<file path="config.mk">
export PLATFORM = sky130hd
export DESIGN_NAME = vsvl_pipe_div
export DESIGN_NICKNAME = d
export VERILOG_FILES = /design/src/design/visual_steering_velocity_law_defines.svh /design/src/design/vsvl_pipe_div.sv
export SDC_FILE = /design/constraint.sdc
export NUM_CORES = 1
export LEC_CHECK = 0
export BUFFER_PORTS_ARGS = -buffer_cell sky130_fd_sc_hd__buf_4
export CORE_UTILIZATION = 35
export CTS_BUF_LIST = sky130_fd_sc_hd__clkbuf_8
export DETAILED_ROUTE_END_ITERATION = 8
export GPL_ROUTABILITY_DRIVEN = 1
export HOLD_SLACK_MARGIN = 0.12
export PLACE_DENSITY_LB_ADDON = 0.2
export RECOVER_POWER = 50
export SLEW_MARGIN = 20
export SYNTH_ARGS = -nofsm -noshare
export SYNTH_HDL_FRONTEND = slang
export SYNTH_SLANG_ARGS = --single-unit
</file>
<file path="constraint.sdc">
create_clock -name clk -period 3 [get_ports clk]
set_clock_uncertainty 0.15 [all_clocks]
set_input_delay 0 -clock clk [delete_from_list [all_inputs] [get_ports clk]]
set_output_delay 0 -clock clk [all_outputs]
set_load 0.05 [all_outputs]
</file>
<file path="src/design/visual_steering_velocity_law_defines.svh">
// ----------------------------------------------------------------------------
// Visual steering velocity law: assertion macros
// Shared concurrent assertion forms, clocked on clk and disabled during rst.
// ----------------------------------------------------------------------------
`ifndef VISUAL_STEERING_VELOCITY_LAW_DEFINES_SVH
`define VISUAL_STEERING_VELOCITY_LAW_DEFINES_SVH

// A condition that holds at every clock edge outside reset.
`define VSVL_ASSERT_NOW(label, cond, msg) \
  label: assert property (@(posedge clk) disable iff (rst) (cond)) else $error(msg);

// An implication within the same cycle.
`define VSVL_ASSERT_IMPLY(label, ante, cons, msg) \
  label: assert property (@(posedge clk) disable iff (rst) (ante) |-> (cons)) else $error(msg);

// An implication that lands in the next cycle.
`define VSVL_ASSERT_NEXT(label, ante, cons, msg) \
  label: assert property (@(posedge clk) disable iff (rst) (ante) |=> (cons)) else $error(msg);

`endif

</file>
<file path="src/design/vsvl_pipe_div.sv">
`timescale 1ns / 1ps
// ----------------------------------------------------------------------------
// Visual steering velocity law: pipelined restoring divider
// One quotient bit per register stage, with a sideband that travels along.
// ----------------------------------------------------------------------------
module vsvl_pipe_div #(
  parameter int DEN_W  = 16,
  parameter int QUO_W  = 16,
  parameter int SIDE_W = 1
) (
  input  logic              clk,
  input  logic              rst,
  input  logic              en,
  input  logic              in_valid,
  input  logic [DEN_W-1:0]  rem_init,
  input  logic [QUO_W-1:0]  num_low,
  input  logic [DEN_W-1:0]  den,
  input  logic [SIDE_W-1:0] side_in,
  output logic              out_valid,
  output logic [QUO_W-1:0]  quo,
  output logic [SIDE_W-1:0] side_out
);

  // The remainder must start below the divisor. The low word shifts out at
  // the top while quotient bits shift in at the bottom, so after the last
  // stage it holds the quotient.
  logic              v_q    [QUO_W];
  logic [DEN_W-1:0]  rem_q  [QUO_W];
  logic [QUO_W-1:0]  lq_q   [QUO_W];
  logic [DEN_W-1:0]  den_q  [QUO_W];
  logic [SIDE_W-1:0] side_q [QUO_W];

  for (genvar k = 0; k < QUO_W; k++) begin : g_stage
    logic              v_s;
    logic [DEN_W-1:0]  rem_s;
    logic [QUO_W-1:0]  lq_s;
    logic [DEN_W-1:0]  den_s;
    logic [SIDE_W-1:0] side_s;
    logic [DEN_W:0]    trial;
    logic              ge;

    if (k == 0) begin : g_first
      assign v_s    = in_valid;
      assign rem_s  = rem_init;
      assign lq_s   = num_low;
      assign den_s  = den;
      assign side_s = side_in;
    end else begin : g_next
      assign v_s    = v_q[k-1];
      assign rem_s  = rem_q[k-1];
      assign lq_s   = lq_q[k-1];
      assign den_s  = den_q[k-1];
      assign side_s = side_q[k-1];
    end

    assign trial = {rem_s, lq_s[QUO_W-1]};
    assign ge    = trial >= {1'b0, den_s};

    always_ff @(posedge clk) begin
      if (rst) begin
        v_q[k] <= 1'b0;
      end else if (en) begin
        v_q[k] <= v_s;
      end
      if (en) begin
        rem_q[k]  <= ge ? DEN_W'(trial - {1'b0, den_s}) : trial[DEN_W-1:0];
        lq_q[k]   <= {lq_s[QUO_W-2:0], ge};
        den_q[k]  <= den_s;
        side_q[k] <= side_s;
      end
    end
  end

  assign out_valid = v_q[QUO_W-1];
  assign quo       = lq_q[QUO_W-1];
  assign side_out  = side_q[QUO_W-1];

endmodule

</file>
Word-level counts from Yosys, hierarchy flattened
Memories as Yosys holds them, arrays and structs flattened.
Cells that the tools add are included.
{"block": "classes", "addsub": 16, "order_cmp": 16, "n_mux": 38, "bitwise_logic": 16}
{"cell": "17-bit by 16-bit greater-or-equal comparator with 1-bit output", "count": 16}
{"cell": "16-bit two-way mux", "count": 16}
{"cell": "16-bit subtractor", "count": 16}
{"cell": "1-bit two-way mux", "count": 22}
{"cell": "1-bit bitwise OR", "count": 16}
{"block": "totals", "register_bits": 0, "ramBits": 800, "in_bits": 53, "output_inout_bits": 18, "elab_cells": 91, "mem_count": 5}
{"memory": "den_q", "depth": 16, "word_bits": 16, "rd": 15, "rd_clocked_by_memory_dff": 0, "wr": 16, "line_no": "vsvl_pipe_div.sv:30", "rtl": "logic [DEN_W-1:0] den_q [QUO_W];"}
{"memory": "lq_q", "depth": 16, "word_bits": 16, "rd": 16, "rd_clocked_by_memory_dff": 0, "wr": 16, "line_no": "vsvl_pipe_div.sv:29", "rtl": "logic [QUO_W-1:0] lq_q [QUO_W];"}
{"memory": "rem_q", "depth": 16, "word_bits": 16, "rd": 15, "rd_clocked_by_memory_dff": 0, "wr": 16, "line_no": "vsvl_pipe_div.sv:28", "rtl": "logic [DEN_W-1:0] rem_q [QUO_W];"}
{"memory": "side_q", "depth": 16, "word_bits": 1, "rd": 16, "rd_clocked_by_memory_dff": 0, "wr": 16, "line_no": "vsvl_pipe_div.sv:31", "rtl": "logic [SIDE_W-1:0] side_q [QUO_W];"}
{"memory": "v_q", "depth": 16, "word_bits": 1, "rd": 16, "rd_clocked_by_memory_dff": 0, "wr": 16, "line_no": "vsvl_pipe_div.sv:27", "rtl": "logic v_q [QUO_W];"}

Logic depth before layout (Yosys ltp)
Gate-level depths: netlist (run 1).
{"block": "logic_depth", "ltp_word": 4, "depth_mapped": 12, "mapped_depth_nobuf": 11}

Least setup slack after synthesis (run 1)
OpenSTA, ideal clock, no wires.
{"block": "synth_path", "kind": "register to register", "start": "memory den_q[7][1], in the netlist den_q[0][113]", "end": "memory rem_q[8][10], in the netlist rem_q[4][10], data pin", "setup_ns": 0.260, "arrival_ns": 2.769, "required_time_ns": 2.590, "slack_ns": -0.179, "stages_incl_launch_ff": 12, "n_path_buf": 1, "synth_period_minus_slack_ns": 3.179, "path_cell_list": "edfxtp_1 > inv_1 > ha_1 > nor2b_4 > o31ai_4 > a21oi_2 > o41ai_4 > nor2_2 > or3_4 > a31oi_4 > buf_8 > mux2_4"}
{"element": "start, declared", "line_no": "vsvl_pipe_div.sv:30"}
{"element": "end, declared", "line_no": "vsvl_pipe_div.sv:28"}

==> results.json, run 1 <==
{
  "via_count": 24365,
  "cp_num_buf_inv": 2,
  "cts-root-buf": "clkbuf_8",
  "slew_viol_final": 363,
  "die_height_um": 333,
  "grt_pass1_wl_mm": 124,
  "holdWs_ns": 0.260,
  "power_mw": 47.2,
  "start_util_pct": 35.3,
  "htree_levels": 4,
  "cts_sinks": 768,
  "synth_edf_count": 768,
  "track_usage_pct": 14.0,
  "cts_buffers": 141,
  "fin_crit_ns": 3.18,
  "fin_area_um2": 48600,
  "reg2reg_depth": 11,
  "grt_max_degree": 117,
  "synthesis.instances": 2907,
  "rsz0062_at_grt": "yes",
  "whs_path_depth": 0,
  "place.detailed.hpwl_mm": 53.8,
  "path_depth": 11,
  "fmax_mhz": 314,
  "p_per_area_nw_per_um2": 972,
  "coreArea_um2": 109000,
  "endpoint_kind": "register",
  "routabilityCongestion": 0.901,
  "path_max_fanout": 8,
  "layout-drive-gt1-share_pct": 26.3,
  "critical_path_arrival_ns": 3.57,
  "firstDrtPassIters": 5,
  "start_kind": "register",
  "synthDistinctLibCells": 89,
  "syn_area_um2": 38300,
  "async_flop_share_pct": 0,
  "cp.required_ns": 3.38,
  "min_period_over_period_pct": 106,
  "hold_viol": 0,
  "io_pins": 71,
  "slew_headroom_pct": -61.3,
  "syn-num-nets": 3231,
  "yosys_register_bits": 768,
  "wl_per_cell_um": 15.5,
  "path_cells": "ha_1 > nor2b_4 > o31ai_4 > a21oi_2 > a221oi_2 > o2bb2ai_2 > o211ai_2 > a211oi_4 > buf_6 > clkbuf_16 > mux2_4",
  "fin_ws_ns": -0.185,
  "drtIter0Drc": 914,
  "fp.dieW_um": 333,
  "die-area_um2": 111000,
  "drc": 0,
  "leakage_nw": 19.9,
  "critPathSlowestCell": "edfxtp_1",
  "overflow": 0,
  "std_cell_rows": 121,
  "antenna_found_initial": 2,
  "finalSetupViolCount": 61,
  "crit_family": "compound AO/OA/AOI/OAI gates",
  "hp-class": "reg2reg",
  "seq_area_frac_synth_pct": 60.2,
  "clk_latency_ns": 0.81,
  "synth_flop_cell": "edfxtp_1",
  "ir_worst_vdd_uv": 364,
  "placement.io_buffers": 70,
  "finalCoreUtilization_pct": 44.7,
  "tightestPinTransition_ns": 2.42,
  "place_area_um2": 43400,
  "avgSynthCellArea_um2": 13.2,
  "nets": 3926,
  "yosys_warnings": 0,
  "run_status": "finished with violations",
  "clk_path_buf_depth": 3,
  "wl_mm": 79.0,
  "via_per_inst": 4.77,
  "area_growth_pct": 26.7,
  "post-place-ws_ns": -0.275,
  "path_clk_slew_ns": 0.06,
  "antenna_left": 0,
  "cpPeakStageDelay_ns": 0.39,
  "violations": "max-capacitance violations, max-slew violations, negative setup slack",
  "cts_tree": "yes",
  "cap_violations": 5,
  "crit_type": "reg2reg",
  "grt_pass1_vias": 25147
}
## routing by layer
metal / track usage, % / routed length (µm) / vias up
met5: 0 / 0 / -
met4: 6.76 / 2820 / 0
met3: 3.02 / 2710 / 179
met2: 26.8 / 43800 / 375
met1: 14.3 / 29800 / 11591
li1: - / - / 12220
## final timing paths
kind                                      to          from  slack, ns
worst max-delay path            rem_q[5][12]  rem_q[4][16]      -0.18
worst min-delay path             lq_q[10][2]    lq_q[9][1]       0.26
worst max register to register  rem_q[5][12]  rem_q[4][16]      -0.18
worst min register to register   lq_q[10][2]    lq_q[9][1]       0.26
## final cells by class
class | count | area [µm²]
Clock inverter | 89 | 420
Sequential cell | 768 | 23100
Inverter | 326 | 1230
Multi-Input combinational cell | 1787 | 15100
Timing Repair Buffer | 578 | 4980
Clock buffer | 144 | 1980
Antenna cell | 2 | 5.00
Tap cell | 1414 | 1770
Fill cell | 9981 | 60100
## layout by cell type, fill, tap and decap left out, types with 17 or more instances in the layout
cell           instances
clkbuf_1              20
a211oi_1              17
mux2i_1               31
nand2_1              115
o21ai_1               17
edfxtp_1             768
clkbuf_4              61
nand4_1               37
and2_1                20
buf_4                341
dlygate4sd3_1        104
nor2b_1               33
nand2b_1              27
mux2_2                71
a21oi_2               22
clkinv_1              25
clkbuf_8             144
ha_1                 232
buf_12                19
xnor2_1              106
a21oi_1              124
a21o_1                65
nand3_1               29
mux2_4                88
xor2_1                49
o31ai_1               17
o21a_1                46
o21ai_0              104
nor2_1               159
buf_6                 18
nor3_1                57
inv_1                355
## cell families after synthesis
kind of cell | share of synthesized area (%)
muxes | 5.69
buffers and inverters | 3.56
DFF | 60.2
and+or+nand+nor | 7.60
adders and majority gates | 9.14
AOI/OAI and AO/OA | 10.3
xor gates and xnor gates | 3.54
## synthesized netlist by cell type (5+ instances only)
library cell / n / area, µm²
nor4_1: 11 / 68.8
nand3_1: 29 / 145
o21ai_0: 124 / 621
a21oi_2: 5 / 43.8
or2_2: 12 / 75.1
a211oi_1: 23 / 173
fa_1: 15 / 300
mux2_2: 138 / 1550
a31oi_1: 17 / 106
nand2_1: 117 / 439
ha_1: 256 / 3200
and3_1: 12 / 75.1
inv_1: 325 / 1220
mux2i_1: 31 / 310
clkbuf_1: 12 / 45.0
a211o_1: 8 / 70.1
edfxtp_1: 768 / 23100
nand2b_1: 27 / 169
nor3_1: 59 / 295
nor2b_1: 43 / 269
a21boi_0: 12 / 90.1
a21oi_1: 146 / 731
o21a_1: 46 / 345
nor2_1: 173 / 649
o21bai_1: 10 / 75.1
o31a_1: 15 / 131
a21o_1: 65 / 488
and4_1: 9 / 78.8
buf_2: 9 / 45.0
nor3b_1: 5 / 37.5
xnor2_1: 106 / 928
a31o_2: 7 / 61.3
o41ai_1: 6 / 52.6
mux2_4: 21 / 315
and2_1: 20 / 125
o211ai_1: 12 / 90.1
o31ai_1: 24 / 180
nand4_1: 37 / 231
xor2_1: 49 / 429
or3_1: 18 / 113
## power breakdown
part           switching, mW  internal (mW)
clock network           4.39           4.44
logic                   10.1           12.0
registers               1.14           15.2
total                   15.7           31.6
## sequential cells by signal, indices dropped and copies added (netlist names)
| signal | count |
|---|---|
| rem_q | 240 |
| side_q | 16 |
| lq_q | 256 |
| v_q | 16 |
| den_q | 240 |
## per-stage QoR
stage          TNS, ns  cells
2_1_floorplan    -1.58   2907
3_3_place_gp    -12.39   4702
3_5_place_dp    -18.39   4702
4_1_cts          -6.06   5063
5_1_grt         -15.26   5108
6_report         -4.43   5108
## timing repair
action | 4_1_cts | 5_1_grt
pin swaps | 38 | 55
setup buffers | 20 | 39
setup endpoints to repair | 168 | 208
gates resized for setup | 116 | 179
cloned | 4 | 7
endpoints found under the hold margin | 833 | 0
hold buffers | 104 | 0
Power figures use the tool's default switching activity.
==> run 2: changes to the inputs <==
Settings changed: CTS_BUF_LIST sky130_fd_sc_hd__clkbuf_8 to sky130_fd_sc_hd__clkbuf_4 sky130_fd_sc_hd__clkbuf_8.
==> run 2 against run 1 <==
The run still ends with max-capacitance violations, max-slew violations, negative setup slack left; maximum frequency fell by 0.13%; combinational power barely moved; worst hold slack worse by 0.0032 ns; non-clock buffer count is 2 lower; sequential cell count stayed put; core utilization grew 0.14 points; setup slack worse by 0.0041 ns; routed wire length hardly changed.
==> results.json, run 2 (synthesis gave the netlist of run 1 again) <==
{
  "multiInputGateArea_um2": 15100,
  "track_usage_pct": 14.0,
  "violations": "max-capacitance violations, max-slew violations, negative setup slack",
  "clk_latency_ns": 0.82,
  "nFillCells": 9960,
  "crit_type": "reg2reg",
  "die_height_um": 333,
  "overflow": 0,
  "grt_pass1_wl_mm": 124,
  "ir_worst_vdd_uv": 363,
  "antenna_left": 0,
  "htree_levels": 4,
  "fin_crit_ns": 3.19,
  "p_per_area_nw_per_um2": 980,
  "cts_buffers": 141,
  "cap_violations": 5,
  "hp-class": "reg2reg",
  "top_register": "lq_q",
  "endpoint_kind": "register",
  "wl_met3_mm": 2.80,
  "min_period_over_period_pct": 106,
  "clk_path_buf_depth": 3,
  "std_cell_rows": 121,
  "path_max_fanout": 8,
  "place.detailed.hpwl_mm": 53.8,
  "fin_ws_ns": -0.189,
  "via_per_inst": 4.78,
  "tightestPinTransition_ns": 2.43,
  "drc": 0,
  "grt_pass1_vias": 25125,
  "run_status": "finished with violations",
  "placement.io_buffers": 70,
  "setup_tns_ns": -4.59,
  "nets": 3924,
  "io_pins": 71,
  "grt_max_degree": 117,
  "die-area_um2": 111000,
  "antenna_found_initial": 2,
  "hold_viol": 0,
  "start_util_pct": 35.3,
  "critical_path_arrival_ns": 3.58,
  "highest_layer": "met4",
  "start_kind": "register",
  "cp.required_ns": 3.39,
  "register_area_um2": 23100,
  "drtIter0Drc": 901,
  "cts_sinks": 768,
  "coreArea_um2": 109000,
  "fp.dieW_um": 333,
  "area_growth_pct": 27.1,
  "wl_mm": 79.0,
  "slew_headroom_pct": -61.7,
  "dr_wl_met2_mm": 43.7,
  "fin_area_um2": 48700,
  "wl_met1_mm": 29.7,
  "finalCoreUtilization_pct": 44.8,
  "wl_per_cell_um": 15.5,
  "routabilityCongestion": 0.901,
  "place_area_um2": 43400,
  "layout-drive-gt1-share_pct": 27.2,
  "final_cell_mix": "768 x edfxtp_1, 338 x buf_4, 317 x inv_1",
  "cts_tree": "yes",
  "slew_viol_final": 363,
  "leakage_nw": 19.9,
  "fmax_mhz": 314,
  "firstDrtPassIters": 5,
  "top_regs": "lq_q x256, den_q x240, rem_q x240",
  "cts-root-buf": "clkbuf_8",
  "rsz0062_at_grt": "yes",
  "layout_commonest_cell": "edfxtp_1",
  "via_count": 24389,
  "largest_reg_flops": 256,
  "path_clk_slew_ns": 0.06,
  "finalSetupViolCount": 70
}
run 2: cell types whose count changed in the layout (fill, tap and decap cells not counted), sizes merged:
cell	delta
inv	-38
diode	+1
buf	-3
clkbuf	+39
run 2: final timing paths:
check | startpoint | endpoint | slack (ns) | cells after the start
hold reg to reg | lq_q[2][8] | lq_q[3][9] | 0.26 | 0
hold / removal | lq_q[2][8] | lq_q[3][9] | 0.26 | 0
setup / recovery | rem_q[4][16] | rem_q[5][12] | -0.19 | 11
setup reg to reg | rem_q[4][16] | rem_q[5][12] | -0.19 | 11
run 2: cell type report:
cell class | instances | share of cell area (%)
flip-flops and latches | 768 | 47.3
multi-input cells | 1787 | 31.0
repair buffers | 576 | 10.3
clock buffers | 182 | 4.65
well taps | 1414 | 3.63
inverters | 326 | 2.52
clock inverters | 51 | 0.570
diodes | 3 | 0.0154
run 2: metrics by stage:
stage | std cells | setup slack, ns | power, mW | hold slack [ns]
after global placement | 4702 | -0.217 | 35.3 | 0.0301
final | 5107 | -0.189 | 47.8 | 0.256
after detailed placement | 4702 | -0.275 | 35.5 | 0.0295
after floorplan | 2907 | -0.134 | 29.4 | -0.0511
after global routing | 5107 | -0.273 | 51.1 | 0.242
after CTS | 5061 | -0.178 | 46.4 | 0.162
run 2: metal layers:
| layer | vias up | track usage, % |
|---|---|---|
| met5 | - | 0 |
| met4 | 0 | 6.80 |
| met1 | 11639 | 14.3 |
| li1 | 12209 | - |
| met2 | 362 | 26.8 |
| met3 | 179 | 3.03 |
run 2: what timing repair did:
action                     CTS  global route
pin swaps                   34            56
setup buffers               18            39
resized for setup          112           180
hold buffers               104             0
cloned                       4             7
setup endpoints to repair  167           208
hold endpoints to repair   833             0
run 2: critical path, stage by stage (launching register included):
cell and delay (ns):
edfxtp_1 0.39, ha_1 0.33, nor2b_4 0.15, o31ai_4 0.28, a21oi_2 0.14, a221oi_2 0.38, o2bb2ai_2 0.16, o211ai_2 0.13
a211oi_4 0.22, buf_6 0.15, clkbuf_16 0.16, mux2_4 0.29
run 2: power by group:
| group | total [mW] | internal [mW] | switching [mW] |
|---|---|---|---|
| logic | 22.2 | 12.0 | 10.1 |
| clock network | 9.30 | 4.91 | 4.38 |
| registers | 16.3 | 15.2 | 1.15 |
| total | 47.8 | 32.1 | 15.7 |
